**config.mk**
```make
export PLATFORM = sky130hd
export DESIGN_NAME = smf_cell
export DESIGN_NICKNAME = d
export VERILOG_FILES = /design/src/rtl/core/smf_pkg.sv /design/src/rtl/core/smf_cell.sv
export SDC_FILE = /design/constraint.sdc
export NUM_CORES = 1
export LEC_CHECK = 0
export BUFFER_PORTS_ARGS = -buffer_cell sky130_fd_sc_hd__buf_2
export CORE_MARGIN = 2
export CORE_UTILIZATION = 40
export DETAILED_ROUTE_END_ITERATION = 10
export PLACE_DENSITY_LB_ADDON = 0.12
export SLEW_MARGIN = 20
export SYNTH_ARGS = -nofsm -noshare
export SYNTH_HDL_FRONTEND = slang
export SYNTH_SLANG_ARGS = --single-unit
```
**constraint.sdc**
```tcl
create_clock -name clk -period 8.2 [get_ports clk]
set_clock_uncertainty 0.1 [all_clocks]
set_input_delay 0.41 -clock clk [delete_from_list [all_inputs] [get_ports clk]]
set_output_delay 0.41 -clock clk [all_outputs]
set_load 0.05 [all_outputs]
```
**src/rtl/core/smf_pkg.sv**
```systemverilog
// smf_pkg: shared types for the set membership filter
// request actions and the token that walks the compare chain
// no dependencies
`default_nettype none

package smf_pkg;

  localparam int unsigned VALUE_W = 32;
  localparam int unsigned COUNT_W = 16;
  localparam logic [COUNT_W-1:0] COUNT_MAX = '1;

  typedef enum logic [1:0] {
    ACT_CLEAR = 2'd0,
    ACT_LOAD  = 2'd1,
    ACT_QUERY = 2'd2
  } action_t;

  // one request in flight along the chain
  typedef struct packed {
    logic               vld;
    logic [1:0]         act;
    logic [VALUE_W-1:0] value;
    logic               hit;     // some cell already matched the query
    logic               placed;  // a cell already took the load
  } token_t;

endpackage

`default_nettype wire

```
**src/rtl/core/smf_cell.sv**
```systemverilog
// smf_cell: one slot of the reference store plus one token stage
// compares queries, takes the first load that finds it empty, empties on clear
// depends on smf_pkg
`default_nettype none

module smf_cell #(
  parameter int unsigned DATA_WIDTH = 32
) (
  input  wire logic            clk,
  input  wire logic            rst,
  input  wire logic            adv,
  input  wire smf_pkg::token_t tok_in,
  output smf_pkg::token_t      tok_out
);

  logic                  slot_vld;
  logic                  slot_vld_next;
  logic [DATA_WIDTH-1:0] slot_data;
  logic [63:0]           ext;
  logic [DATA_WIDTH-1:0] key;
  logic                  take;
  logic                  is_clear;
  logic                  is_query;
  smf_pkg::token_t       tok;
  smf_pkg::token_t       tok_next;

  // sign-extend, then keep the stored width
  assign ext = {{(64 - smf_pkg::VALUE_W){tok_in.value[smf_pkg::VALUE_W-1]}}, tok_in.value};
  assign key = ext[DATA_WIDTH-1:0];

  assign is_clear = tok_in.vld && (tok_in.act == smf_pkg::ACT_CLEAR);
  assign is_query = tok_in.vld && (tok_in.act == smf_pkg::ACT_QUERY);
  assign take = tok_in.vld && (tok_in.act == smf_pkg::ACT_LOAD) && !tok_in.placed && !slot_vld;

  always_comb begin
    tok_next        = tok_in;
    tok_next.placed = tok_in.placed | take;
    tok_next.hit    = tok_in.hit | (is_query && slot_vld && (slot_data == key));
  end

  always_comb begin
    slot_vld_next = slot_vld;
    if (is_clear) begin
      slot_vld_next = 1'b0;
    end else if (take) begin
      slot_vld_next = 1'b1;
    end
  end

  always_ff @(posedge clk) begin
    if (rst) begin
      slot_vld <= 1'b0;
      tok      <= '0;
    end else if (adv) begin
      slot_vld <= slot_vld_next;
      tok      <= tok_next;
    end
  end

  always_ff @(posedge clk) begin
    if (adv && take) begin
      slot_data <= key;
    end
  end

  assign tok_out = tok;

endmodule

`default_nettype wire

```
Yosys cells after proc, flatten, opt, wreduce, memory -nomap -nowiden --
Index checks and enable logic that the tools add are counted.
Word-level totals: register bits after elaboration 70, input port bits 40, output and inout bits 37, word-level logic and storage cells 27
Operators by class: equal/unequal tests 3, multiplexer cells 2, bitwise logic cells 2, reduce and logical (&&, ||, !) cells 13
Operator list (number):
- 32-bit equality test | 1
- 1-bit logical AND | 8
- 2-bit by 1-bit equality test with 1-bit output (second input constant) | 1
- 2-bit equality test (second input constant) | 1
- 1-bit zero test | 2
- 2-bit zero test | 1
- 1-bit 2-to-1 mux | 2
- 1-bit OR | 2
- 2-bit AND reduction | 1
- 2-bit nonzero test | 1

Logic depth before layout (Yosys ltp) --
depth after elaboration 6, gate-level depth with buffers 5, depth with buffers taken out 5

Least setup slack after synthesis --
No wires, ideal clock.
kind input-to-reg, start point input tok_in[35] (netlist bit), end point register slot_data[0], enable pin, library setup time 0.516 ns, arrival time 4.043 ns, data required time 7.584 ns, path slack 3.541 ns, stages on the path 2, path buffers 0, path through nand3b_1 nor4b_1
On the way: longest elaborated chain between the ends 5
Ends and longest elaborated chain:
- start: declaration | RTL line smf_cell.sv:12 | input wire smf_pkg::token_t tok_in,
- 2-bit by 1-bit equality test with 1-bit output | RTL line smf_cell.sv:33 | assign take = tok_in.vld && (tok_in.act == smf_pkg::ACT_LOAD) && !tok_in.placed && !slot_vld;
- 1-bit logical AND (3 in a row) | RTL line smf_cell.sv:33
- 1-bit logical AND | RTL line smf_cell.sv:61 | if (adv && take) begin
- end signal: assignment | RTL line smf_cell.sv:62 | slot_data <= key;
- end: declaration | RTL line smf_cell.sv:18 | logic [DATA_WIDTH-1:0] slot_data;
No other way between the ends. A chain may end at the register's enable or synchronous reset.

Worst setup path in the final report --
start point input adv, end point register slot_data[9], enable pin
On the way: longest elaborated chain between the ends 1
Ends and longest elaborated chain:
- start: declaration | RTL line smf_cell.sv:11 | input wire logic adv,
- 1-bit logical AND | RTL line smf_cell.sv:61
No other way between the ends.

==> flow_metrics.py <==
metrics = {
    "layout": {
        "nets": 326,
        "fin_cells": 367,
        "drive_above_1_share": 0.321,
        "final_common_cell": "buf_2",
        "diodes": 0,
        "design_area_mm2": 0.00332,
        "syn2layout_area_growth_pct": 23.8,
        "fin_util": 0.517,
        "layout_common_cells": "buf_2, nor2_1, dfxtp_1, mux2i_1, edfxtp_1",
    },
    "floorplan": {
        "initial_utilization": 0.417,
        "ios": 77,
        "coreArea_mm2": 0.00642,
        "die_h_um": 85.9,
        "rows": 29,
        "die_w_um": 85.9,
        "die_area_mm2": 0.00737,
    },
    "timing": {
        "fmax_ghz": 0.511,
        "relSlewSlack": 0.533,
        "slew_violations": 0,
        "final.min_clock_period_ns": 1.96,
        "setup_viol": 0,
        "final.setup.tns_ns": 0,
        "rsz0062_at_grt": "false",
        "post-route-period-util": 0.239,
        "tightest_slew_ns": 0.700,
        "hold_violations": 0,
    },
    "synth": {
        "synth_top_cell_area_share": 0.358,
        "synth_cell_types": 20,
        "synth_area_leader_cell": "edfxtp_1",
        "synth_ff_type": "dfxtp_1",
        "synth.avg_cell_area_um2": 13.1,
        "synth_seq_cells": 70,
        "synth_edf_count": 32,
        "syn_inst": 204,
        "ys_warn_count": 0,
        "synthArstFlopShare": 0,
        "synth_nets": 244,
        "syn_area_mm2": 0.00268,
        "yosysSeqAreaShare": 0.642,
        "synthTopCellsByArea": "edfxtp_1, dfxtp_1, mux2i_1, xor2_1, nor2_1",
    },
    "drt": {
        "firstDrtPassIters": 10,
        "viasPerCell": 4.63,
        "vias": 1698,
        "dr.first_iter.drc_count": 92,
        "drc": 5,
        "wl_per_cell_um": 13.5,
        "ant_nets": 0,
        "wl_um": 4950,
    },
    "global_route": {
        "antenna_found_initial": 0,
        "grt_pass1_wl_um": 8000,
        "grt_pass1_vias": 1556,
        "grtUsageTotal": 0.144,
        "grt_overflow": 0,
        "grt_max_degree": 40,
    },
    "clock_network": {
        "cts.sinks": 70,
        "post_cts_buffers": 0,
        "cts_tree": "built",
        "clk_pin_slew_ns": 0.07,
        "cts_resized": 0,
        "root_buffer": "clkbuf_8",
        "clk_path_buf_depth": 2,
        "cts_hold_buf": 0,
        "cts_inserted_buffers": 9,
        "h-tree-depth": 3,
        "clock_latency_ns": 0.33,
    },
    "placement": {
        "dpl.hpwl_um": 3420,
        "portBuffers": 76,
        "dp.cells": 352,
        "place_area_mm2": 0.00314,
        "place_congestion": 0.669,
    },
    "power_and_ir_drop": {
        "vdd_ir_drop_max_uv": 96.6,
        "p_per_area_mw_per_mm2": 220,
        "p_leak_nw": 1.46,
    },
    "run_status": {
        "status": "complete, but fails checks",
        "violations": "DRC",
    },
    "worst_setup_path": {
        "critPathRequiredTime_ns": 8.12,
        "critPathKind": "in2reg",
        "cp-end-kind": "flop",
        "crit_fanout": 39,
        "cp.arrival_ns": 1.87,
        "cp-start-kind": "input port",
    },
    "min_path": {
        "hp-class": "in2reg",
    },
    "run": {
        "max_cap_viol_count": 0,
    },
}
## path summary, 6_finish.rpt
kind                                    start  slack (ns)  depth (start not counted)       endpoint
worst min register to register    tok_out[32]        0.39                          2    tok_out[32]
worst min-delay path               tok_in[27]        0.19                          1  slot_data[25]
worst max register to register  slot_data[20]        6.49                          5     tok_out[1]
worst max-delay path                      adv        6.24                          5   slot_data[9]
## cell usage after synthesis, types with 3 or more instances
master / count
buf_2: 3
clkbuf_1: 4
dfxtp_1: 38
edfxtp_1: 32
mux2i_1: 35
nand4_1: 4
nor2_1: 40
nor4_1: 6
xnor2_1: 14
xor2_1: 18
## worst max-delay path, cell delays in order
cell,delay (ns)
buf_2,0.07
buf_4,0.51
nand3b_1,0.23
nor4b_2,0.31
buf_4,0.32
## power by group
group	total [mW]	switching, mW	leakage, nW	internal (mW)
Sequential	0.383	0.00553	0.603	0.378
Combinational	0.100	0.0688	0.770	0.0313
Clock	0.246	0.114	0.0902	0.132
Total	0.730	0.188	1.46	0.541
## metal layers
metal	vias to the layer above	wire length, um	global-route usage	part of all wire
li1	873	-	-	-
met1	760	2530	0.216	0.51
met2	54	2050	0.185	0.41
met3	11	268	0.0366	0.054
met4	0	106	0.0823	0.021
met5	-	0	0	0
## through the flow
step	total power, mW	setup slack, ns	hold slack [ns]
floorplan	0.460	3.54	0.388
global placement	0.491	5.93	0.368
detailed placement	0.492	5.89	0.375
CTS	0.741	6.24	0.180
global route	0.765	6.13	0.182
finish	0.730	6.24	0.194
## registers in the layout (all words and copies together), names as in the netlist
name,count
tok_out,37
slot_data,32
slot_vld,1
## cell type report
| class | instances | area (um2) |
|---|---|---|
| Timing Repair Buffer | 79 | 403 |
| Sequential cell | 70 | 1720 |
| Tap cell | 77 | 96.3 |
| Clock inverter | 1 | 3.75 |
| Fill cell | 578 | 3100 |
| Multi-Input combinational cell | 126 | 921 |
| Clock buffer | 14 | 173 |
## kinds of logic (layout without fill, tap and decap cells)
kind of cell / after synthesis / in the layout / share of synthesized area
flops: 70 / 70 / 0.642
simple gates: 56 / 56 / 0.0947
mux: 36 / 36 / 0.135
xor+xnor: 32 / 32 / 0.105
buf+inv: 8 / 94 / 0.0168
compound gates: 2 / 2 / 0.00700
(Power assumes the default switching activity.)
