### config.mk
export PLATFORM = sky130hd
export DESIGN_NAME = smf_result_flat
export DESIGN_NICKNAME = d
export VERILOG_FILES = /design/src/rtl/core/smf_pkg.sv /design/src/rtl/core/smf_channels.sv /design/src/rtl/core/smf_result.sv /design/src/flat_wrapper.sv
export SDC_FILE = /design/constraint.sdc
export NUM_CORES = 1
export LEC_CHECK = 0
export BUFFER_PORTS_ARGS = -buffer_cell sky130_fd_sc_hd__buf_2
export CAP_MARGIN = 20
export CORE_MARGIN = 2
export CORE_UTILIZATION = 56
export DETAILED_ROUTE_END_ITERATION = 12
export HOLD_SLACK_MARGIN = 0.08
export MAX_ROUTING_LAYER = met4
export PLACE_DENSITY = 0.95
export SYNTH_ARGS = -nofsm -noshare
export SYNTH_HDL_FRONTEND = slang
export SYNTH_SLANG_ARGS = --single-unit
### constraint.sdc
create_clock -name clk -period 4.2 [get_ports clk]
set_input_delay 0 -clock clk [delete_from_list [all_inputs] [get_ports clk]]
set_output_delay 0 -clock clk [all_outputs]
set_load 0.01 [all_outputs]
### src/rtl/core/smf_pkg.sv
// smf_pkg: shared types for the set membership filter
// request actions and the token that walks the compare chain
// no dependencies
`default_nettype none

package smf_pkg;

  localparam int unsigned VALUE_W = 32;
  localparam int unsigned COUNT_W = 16;
  localparam logic [COUNT_W-1:0] COUNT_MAX = '1;

  typedef enum logic [1:0] {
    ACT_CLEAR = 2'd0,
    ACT_LOAD  = 2'd1,
    ACT_QUERY = 2'd2
  } action_t;

  // one request in flight along the chain
  typedef struct packed {
    logic               vld;
    logic [1:0]         act;
    logic [VALUE_W-1:0] value;
    logic               hit;     // some cell already matched the query
    logic               placed;  // a cell already took the load
  } token_t;

endpackage

`default_nettype wire

### src/rtl/core/smf_channels.sv
// smf_req_if / smf_res_if: valid/ready channels of the set membership filter
// depends on smf_pkg for field widths
`default_nettype none


interface smf_res_if;
  logic                               valid;
  logic                               ready;
  logic                               found;
  logic signed [smf_pkg::VALUE_W-1:0] echo_value;
  logic [smf_pkg::COUNT_W-1:0]        match_total;
  logic                               store_full_drop;

  modport source (output valid, output found, output echo_value, output match_total,
                  output store_full_drop, input ready);
  modport sink (input valid, input found, input echo_value, input match_total,
                input store_full_drop, output ready);
endinterface

`default_nettype wire

### src/rtl/core/smf_result.sv
// smf_result: match counter and result register at the end of the chain
// drives the result channel and the chain advance
// depends on smf_pkg and smf_res_if
`default_nettype none

module smf_result (
  input  wire logic            clk,
  input  wire logic            rst,
  input  wire smf_pkg::token_t tok,
  output logic                 adv,
  smf_res_if.source            res
);

  logic [smf_pkg::COUNT_W-1:0] match_counter;
  logic [smf_pkg::COUNT_W-1:0] match_counter_next;
  logic                        hit_q;
  logic                        is_clear;
  logic                        is_load;

  // the chain moves when the result register is empty or being drained
  assign adv = !res.valid || res.ready;

  assign is_clear = tok.vld && (tok.act == smf_pkg::ACT_CLEAR);
  assign is_load  = tok.vld && (tok.act == smf_pkg::ACT_LOAD);
  assign hit_q    = tok.vld && (tok.act == smf_pkg::ACT_QUERY) && tok.hit;

  always_comb begin
    match_counter_next = match_counter;
    if (is_clear) begin
      match_counter_next = '0;
    end else if (hit_q && (match_counter != smf_pkg::COUNT_MAX)) begin
      match_counter_next = match_counter + 1'b1;
    end
  end

  always_ff @(posedge clk) begin
    if (rst) begin
      match_counter <= '0;
      res.valid     <= 1'b0;
    end else if (adv) begin
      match_counter <= match_counter_next;
      res.valid     <= tok.vld;
    end
  end

  always_ff @(posedge clk) begin
    if (adv) begin
      res.found           <= hit_q;
      res.echo_value      <= hit_q ? tok.value : '0;
      res.match_total     <= match_counter_next;
      // a load that left the chain unplaced found every slot taken
      res.store_full_drop <= is_load && !tok.placed;
    end
  end

endmodule

`default_nettype wire

### src/flat_wrapper.sv
// flat-port wrapper written by rule: the top's interface ports become plain ports
module smf_result_flat 
  (clk, rst, tok, adv, res_valid, res_found, res_echo_value, res_match_total, res_store_full_drop, res_ready);
  smf_res_if res_i ();
  input  wire logic clk;
  input  wire logic rst;
  input  wire smf_pkg::token_t tok;
  output logic adv;
  output wire logic [$bits(res_i.valid)-1:0] res_valid;
  output wire logic [$bits(res_i.found)-1:0] res_found;
  output wire logic [$bits(res_i.echo_value)-1:0] res_echo_value;
  output wire logic [$bits(res_i.match_total)-1:0] res_match_total;
  output wire logic [$bits(res_i.store_full_drop)-1:0] res_store_full_drop;
  input wire logic [$bits(res_i.ready)-1:0] res_ready;
  assign res_valid = res_i.valid;
  assign res_found = res_i.found;
  assign res_echo_value = res_i.echo_value;
  assign res_match_total = res_i.match_total;
  assign res_store_full_drop = res_i.store_full_drop;
  assign res_i.ready = res_ready;
  smf_result u_core (.clk(clk), .rst(rst), .tok(tok), .adv(adv), .res(res_i));
endmodule
==> After elaboration in Yosys (flattened, before gate mapping) <==
Cells that the tools add are included.
{ "totals": {"ff_bits": 67} }
{ "op_classes": {"add_sub_neg": 1, "n_eq_ne": 3, "mux": 2, "reduce_logical": 10} }
{ "op_table": {"columns": ["operator", "count"], "rows": [
  ["16-bit 2-to-1 mux", 2],
  ["16-bit by 1-bit adder with 16-bit output, second input constant", 1],
  ["16-bit != test, second input constant", 1],
  ["1-bit logical AND", 6],
  ["2-bit by 1-bit equality test with 1-bit output, second input constant", 1],
  ["2-bit equality test, second input constant", 1],
  ["1-bit zero test", 2],
  ["2-bit zero test", 1],
  ["1-bit logical OR", 1]
]} }

==> Logic depth before layout (Yosys ltp) <==
Gate-level depths: netlist (run 1).
{ "depth": {"ltp_word": 6, "mapped_depth": 7, "ltp_nobuf": 5} }

==> Worst setup path after synthesis (run 1) <==
Ideal clock, no wire load.
{ "synth_timing": {"path_type": "reg-to-reg", "start": "register u_core.res.valid", "end": "register u_core.match_counter[8] (netlist bit)", "slack_ps": 1385, "arrival_time_ps": 2630, "path_buffers": 1, "setup_time_ps": 185, "stages_incl_launch_ff": 7, "path_cell_list": "dfxtp_1 -> nor2b_1 -> clkinv_1 -> nand2_1 -> clkbuf_1 -> or3_1 -> a221oi_1"} }
{ "synth_between": {"elab_chain_cells": 2} }
{ "synth_lines": {"columns": ["item", "line_no", "text"], "rows": [
  ["start: declaration", "smf_channels.sv:14", "modport source (output valid, output found, output echo_value, output match_total,"],
  ["start signal: assignment", "smf_result.sv:42", "res.valid <= tok.vld;"],
  ["1-bit zero test", "smf_result.sv:21", "assign adv = !res.valid || res.ready;"],
  ["1-bit logical OR", "smf_result.sv:21", null],
  ["net adv", "flat_wrapper.sv:8", "output logic adv;"],
  ["end signal: assignment", "smf_result.sv:41", "match_counter <= match_counter_next;"],
  ["end: declaration", "smf_result.sv:14", "logic [smf_pkg::COUNT_W-1:0] match_counter;"]
]} }
The timed path passes the listed nets, and every way through them passes these cells.
A chain may end at the register's enable or synchronous reset.

==> Final worst setup path (run 1) <==
{ "layout_timing": {"start": "register u_core.res.valid", "end": "register u_core.match_counter[8] (netlist bit)"} }
{ "layout_between": {"elab_chain_cells": 2} }
{ "layout_lines": {"columns": ["item", "line_no"], "rows": [
  ["1-bit zero test", "smf_result.sv:21"],
  ["1-bit logical OR", "smf_result.sv:21"]
]} }
No other way between the ends.

==> summary.txt, run 1 <==
STA
  • Max Slew Vio Count: 0
  • Hold_ws: 127 ps
  • Slew at the pin closest to its max-slew limit: 1040 ps
  • FMAX: 357 MHz
  • Final setup violating endpoints: 0
  • RSZ-0062 raised after global routing: no
  • Final Hold Fails: 0
  • Final Cycle Share: 0.667
  • Tmin final: 2800 ps
  • Clock Skew: 13.2 ps
  • TNS Setup: 0 ps
  • Slew HR: 0.303

Logic synthesis
  • Sequential area share after synthesis: 0.582
  • Syn_area_per_cell: 11.6 um^2
  • Post-Synthesis Cells: 273
  • Yosys top cell area share: 0.474
  • Synth area leader: edfxtp_1
  • EDFF count, synth: 50
  • Netlist cell types: 44
  • Synthesized flop and latch total: 67
  • Net count after synthesis: 314
  • Async S/R FF share, synth: 0
  • Post-synth top flop: edfxtp_1
  • Yosys warning total: 0
  • Synthesized cell area: 3170 um^2
  • Largest cells by area after synthesis: edfxtp_1, dfxtp_1, and2_1

Layout
  • Area grow syn2layout: 33.4%
  • Multi-input logic area: 1200 um^2
  • # nets final: 435
  • Design Area, Final: 4230 um^2
  • Fill count: 310
  • Register area: 1840 um^2
  • Share of post-route cells with drive strength above 1: 0.306

Worst setup path
  • CP Data Required Time: 4400 ps
  • Max FO, Critical Path: 32
  • Critical-path cell list: nor2b_1 > inv_2 > buf_4 > a221oi_1
  • Crit-path leading delay family: buffers and inverters
  • Slowest-stage cell, CP: nor2b_1
  • Buffers & Inverters on Critical Path: 2
  • Worst EP arrival: 3000 ps
  • Crit. End Element: flip-flop
  • Max incr delay on CP: 820 ps
  • Startpoint Class: flip-flop
  • Kind of critical path: reg2reg

Route
  • DRC Markers: 0
  • 1st-pass router iterations: 6
  • First DRT Iteration DRCs: 456
  • Antenna-violating nets left: 0
  • Via density: 6.26
  • Avg WL per Cell: 20.7 um
  • Total wire length: 9.76 mm
  • Vias after detailed routing: 2957

Die
  • I/O pin cnt: 92
  • Die area: 6270 um^2
  • Num rows: 27
  • Die width: 79.2 um
  • Core area: 5470 um^2
  • Initial core utilization: 0.579
  • Overall die height: 79.2 um

Clock tree
  • H-tree depth: 3
  • # clock sinks: 67
  • Clock Latency Late Sink: 360 ps
  • CTS tree: built
  • CTS buffer count: 9
  • Root Driver: clkbuf_8
  • CTS clk-pin slew, worst paths: 80 ps
  • Buffer depth of the longest clock path: 2

Place
  • Post-DP HPWL: 4.58 mm
  • PortBufs: 91
  • Placed Area: 3620 um^2
  • Final GP Congestion: 0.830

Global routing
  • Vias in the first global route: 2784
  • Global-route wire length before repair: 14.7 mm
  • Initial antenna violation count: 1
  • Largest net degree at the start of global routing: 45
  • Gr ovfl total: 0
  • Total track usage: 0.321

Power
  • Power density cells: 358 nW/um^2
  • Total Power: 1.51 mW
  • Leakage: 1.76 nW
  • VDD IR max: 0.246 mV

Run
  • Max-cap check violation count: 0

Min path
  • HP Class: in2reg

Run status
  • Status: complete, no violations
-- per-layer routing --
layer / routed length (um) / track usage / vias up
met2: 4890 / 0.545 / 231
li1: - / - / 1299
met5: 0 / - / -
met3: 871 / 0.0750 / 41
met1: 3610 / 0.364 / 1386
met4: 389 / 0.140 / 0
-- final timing paths --
kind                                                           start                                   end  slack [ps]  cells past startpoint
worst min register to register  u_core.match_counter[7]$_SDFFE_PP0P_  u_core.match_counter[7]$_SDFFE_PP0P_         580                      2
worst min-delay path                                          tok[1]  u_core.match_counter[1]$_SDFFE_PP0P_         130                      4
worst max-delay path                   u_core.res.valid$_SDFFE_PP0P_  u_core.match_counter[8]$_SDFFE_PP0P_        1400                      4
worst max register to register         u_core.res.valid$_SDFFE_PP0P_  u_core.match_counter[8]$_SDFFE_PP0P_        1400                      4
-- kinds of logic (layout without fill, tap and decap cells) --
| group | Yosys count | count (layout) | share of synthesized area |
|---|---|---|---|
| other | 0 | 1 | 0 |
| buffers and inverters | 25 | 151 | 0.0395 |
| flip-flops | 67 | 67 | 0.582 |
| AND/OR/NAND/NOR | 115 | 115 | 0.243 |
| AO/OA/AOI/OAI | 65 | 65 | 0.132 |
| adder cells (fa/ha/maj) | 1 | 1 | 0.00395 |
-- cell usage in the layout, fill, tap and decap left out, types with 4 or more instances in the layout --
| cell type | n |
|---|---|
| or4_1 | 13 |
| nand2_1 | 19 |
| nand3_1 | 4 |
| o311ai_0 | 5 |
| clkbuf_8 | 9 |
| edfxtp_1 | 50 |
| a21oi_1 | 15 |
| dfxtp_1 | 17 |
| nor2_1 | 5 |
| o21ai_0 | 9 |
| and2_1 | 34 |
| and4_4 | 4 |
| dlygate4sd3_1 | 37 |
| buf_2 | 91 |
| o31ai_1 | 6 |
| a31oi_1 | 14 |
| o211ai_1 | 8 |
| or3_1 | 13 |
| nand4_1 | 6 |
-- tightest hold or removal path: cells and delay by family --
kind | cells | cell delay (ps)
buf+inv | 1 | 110
simple gates | 2 | 250
compound gates | 1 | 60
-- cell usage after synthesis (2+ instances only) --
master	number
or4_1	13
nand4_4	2
edfxtp_1	50
o311ai_0	5
and4_4	4
and2_1	34
buf_4	2
clkbuf_1	9
nor2_1	5
buf_2	6
o211ai_1	8
nand3_2	2
inv_1	3
dfxtp_1	17
or3_1	13
nand2_1	19
nand3_1	4
nor3_1	3
o21a_1	2
a31oi_1	14
o21ai_0	9
a21oi_1	15
o31ai_1	6
nand4_1	6
a211oi_1	2
buf_6	2
-- what timing repair did --
item	in CTS	in global routing
gates resized for setup	0	0
endpoints found under the hold margin	46	0
hold buffers	37	0
setup buffers	0	0
-- report_power, final --
group          leakage, nW  switching (mW)  internal [mW]  total [mW]
clock network        0.116           0.256          0.387       0.643
logic                0.930          0.0664         0.0600       0.126
registers            0.715         0.00968          0.735       0.744
-- final cells by class --
cell class | count | area share
Sequential cell | 67 | 0.436
Antenna cell | 1 | 0.000592
Timing Repair Buffer | 130 | 0.199
Tap cell | 72 | 0.0213
Multi-Input combinational cell | 181 | 0.284
Inverter | 5 | 0.00474
Clock inverter | 7 | 0.0252
Clock buffer | 9 | 0.0293
-- stage by stage --
step,cells,util,setup slack [ps]
finish,472,0.772,1400
global route,472,0.772,1410
CTS,471,0.772,1730
detailed placement,418,0.662,1740
global placement,418,0.662,1890
floorplan,273,-,1380
-- registers in the layout, summed over array words and instances, names as in the netlist --
| signal | cells |
|---|---|
| u_core.res.echo_value | 32 |
| u_core.match_counter | 16 |
| u_core.res.match_total | 16 |
| u_core.res.found | 1 |
| u_core.res.store_full_drop | 1 |
| u_core.res.valid | 1 |
Power figures use the tool's default switching activity.
==> inputs of run 2 (changes only) <==
--- a/config.mk
+++ b/config.mk
@@ -8,11 +8,11 @@
 export BUFFER_PORTS_ARGS = -buffer_cell sky130_fd_sc_hd__buf_2
 export CAP_MARGIN = 20
 export CORE_MARGIN = 2
-export CORE_UTILIZATION = 56
+export CORE_UTILIZATION = 52
 export DETAILED_ROUTE_END_ITERATION = 12
 export HOLD_SLACK_MARGIN = 0.08
 export MAX_ROUTING_LAYER = met4
-export PLACE_DENSITY = 0.95
+export PLACE_DENSITY = 0.9
 export SYNTH_ARGS = -nofsm -noshare
 export SYNTH_HDL_FRONTEND = slang
 export SYNTH_SLANG_ARGS = --single-unit
==> constraint.sdc (replaced) <==
create_clock -name clk -period 2.9 [get_ports clk]
set_input_delay 0 -clock clk [delete_from_list [all_inputs] [get_ports clk]]
set_output_delay 0 -clock clk [all_outputs]
set_load 0.01 [all_outputs]
==> run 2 against run 1 <==
First-iteration DRC count shrank 13%. Final cell count grew 0.85%. Hold slack better by 26 ps. Die area rose by 7.3%. Non-clock buffer count increased by 2. Combinational power grew 44%.
==> summary.txt, run 2 (synthesized netlist as in run 1, its figures left out) <==
Clock tree
  • Buffer depth of the longest clock path: 2 (unchanged)
  • CTS buffer count: 9 (unchanged)
  • Post-CTS setup buffer count: 0 (unchanged)
  • # clock sinks: 67 (unchanged)
  • CTS tree: built
  • CTS clk-pin slew, worst paths: 70 ps (about the same)
  • Root Driver: clkbuf_8
  • Clock Latency Late Sink: 340 ps (-20 ps)
  • H-tree depth: 3 (unchanged)

Place
  • Placed Area: 3640 um^2 (+0.52%)
  • Post-DP HPWL: 4.72 mm (+3.0%)
  • Final GP Congestion: 0.845 (+1.8%)
  • Inst Count DP: 423 (+1.2%)
  • PortBufs: 91 (unchanged)

Die
  • Die width: 82.0 um (+3.6%)
  • Overall die height: 82.0 um (+3.6%)
  • Core area: 5920 um^2 (+8.2%)
  • I/O pin cnt: 92 (unchanged)
  • Initial core utilization: 0.535 (-0.0438)
  • Die area: 6730 um^2 (+7.3%)
  • Num rows: 28 (+3.7%)

Power
  • VDD IR max: 0.289 mV (+17%)
  • Leakage: 1.77 nW (+0.37%)
  • Power density cells: 513 nW/um^2 (+43%)

Layout
  • Reg with most FFs: u_core.res.echo_value
  • # nets final: 437 (+0.46%)
  • Max FFs per register: 32 (unchanged)
  • Most common cell after layout, fill and taps aside: buf_2
  • Area grow syn2layout: 34.3%
  • Commonest cells after routing, fill and taps aside: buf_2, edfxtp_1, dlygate4sd3_1
  • Share of post-route cells with drive strength above 1: 0.314 (+0.00845)
  • Ant. Diodes: 0 (-1)
  • Design Area, Final: 4250 um^2 (+0.65%)
  • Fin cells: 476 (+0.85%)
  • Biggest regs: u_core.res.echo_value: 32 flops, u_core.match_counter: 16 flops, u_core.res.match_total: 16 flops

STA
  • FMAX: 477 MHz
  • Final Hold Fails: 0 (unchanged)
  • Tmin final: 2100 ps
  • Max Slew Vio Count: 0 (unchanged)
  • Slew HR: 0.594 (+0.291)
  • Final setup violating endpoints: 0 (unchanged)
  • Final Cycle Share: 0.723
  • Slew at the pin closest to its max-slew limit: 608 ps (-435 ps)
  • Clock Skew: 8.84 ps (-4.36 ps)
  • TNS Setup: 0 ps (unchanged)
  • RSZ-0062 raised after global routing: no

Run status
  • Status: complete, no violations

Worst setup path
  • Kind of critical path: in2reg
  • Crit. End Element: flip-flop
  • Critical-path cell list: dlygate4sd3_1 > buf_2 > nand4b_4 > clkinv_2 > nand4_4 > or4_1 > a31oi_1
  • CP Data Required Time: 3160 ps (-1240 ps)
  • Max incr delay on CP: 570 ps (-250 ps)
  • Startpoint Class: primary input
  • Worst EP arrival: 2350 ps (-650 ps)
  • Max FO, Critical Path: 44 (+38%)
  • Slowest-stage cell, CP: or4_1

Route
  • Vias after detailed routing: 2717 (-8.1%)
  • Antenna-violating nets left: 0 (unchanged)
  • First DRT Iteration DRCs: 395 (-13%)
  • 1st-pass router iterations: 5 (-1)
  • DRC Markers: 0 (unchanged)
  • Total wire length: 8.02 mm (-18%)
  • Avg WL per Cell: 16.8 um (-18%)
  • Via density: 5.71 (-8.9%)

Min path
  • HP Class: in2reg

Global routing
  • Global-route wire length before repair: 12.5 mm (-15%)
  • Gr ovfl total: 0 (unchanged)
  • Vias in the first global route: 2567 (-7.8%)
  • Total track usage: 0.256 (-0.0648)
  • Initial antenna violation count: 0 (-1)
  • Largest net degree at the start of global routing: 45 (unchanged)

Run
  • Max-cap check violation count: 0 (unchanged)
[run 2: final cells by class]
| class | instances | area [um^2] |
|---|---|---|
| clock buffers | 10 | 128 |
| clock inverters | 6 | 114 |
| fillers | 385 | 1670 |
| inverters | 5 | 20.0 |
| multi-input cells | 181 | 1200 |
| flip-flops and latches | 67 | 1840 |
| well taps | 75 | 93.8 |
| repair buffers | 132 | 856 |
[run 2: stage by stage]
stage / setup WS (ps) / hold slack [ps] / utilization / power, mW
floorplan: 84.8 / 121 / - / 1.16
global placement: 1020 / 276 / 0.615 / 1.23
detailed placement: 922 / 282 / 0.615 / 1.23
CTS: 807 / 128 / 0.718 / 2.18
global route: 626 / 156 / 0.718 / 2.25
finish: 803 / 153 / 0.718 / 2.18
[run 2: final timing paths]
| path | to | cells past startpoint | from | slack, ps |
|---|---|---|---|---|
| min | u_core.match_counter[15]$_SDFFE_PP0P_ | 5 | res_ready | 150 |
| max | u_core.match_counter[9]$_SDFFE_PP0P_ | 7 | tok[36] | 800 |
| max reg2reg | u_core.match_counter[14]$_SDFFE_PP0P_ | 5 | u_core.match_counter[0]$_SDFFE_PP0P_ | 900 |
| min reg2reg | u_core.match_counter[1]$_SDFFE_PP0P_ | 2 | u_core.match_counter[1]$_SDFFE_PP0P_ | 560 |
[run 2: metal layers]
metal  wire length, um  vias to the layer above  track usage
met5                 0                        -            -
met2              4020                      131        0.429
met1              3230                     1264        0.300
met3               572                       23       0.0648
met4               193                        0       0.0867
li1                  -                     1299            -
[run 2: repair_timing]
item                      CTS  global route
resized for setup           0             0
hold buffers               37             0
hold endpoints to repair   46             0
[run 2: critical path: cells and delay by family]
| kind | cells | cell delay [ps] |
|---|---|---|
| AOI/OAI and AO/OA | 1 | 180 |
| and+or+nand+nor | 3 | 1040 |
| buffers and inverters | 3 | 1120 |
[run 2: where the power goes]
part           internal (mW)  switching, mW
registers               1.06         0.0105
logic                 0.0885         0.0926
clock network          0.573          0.354
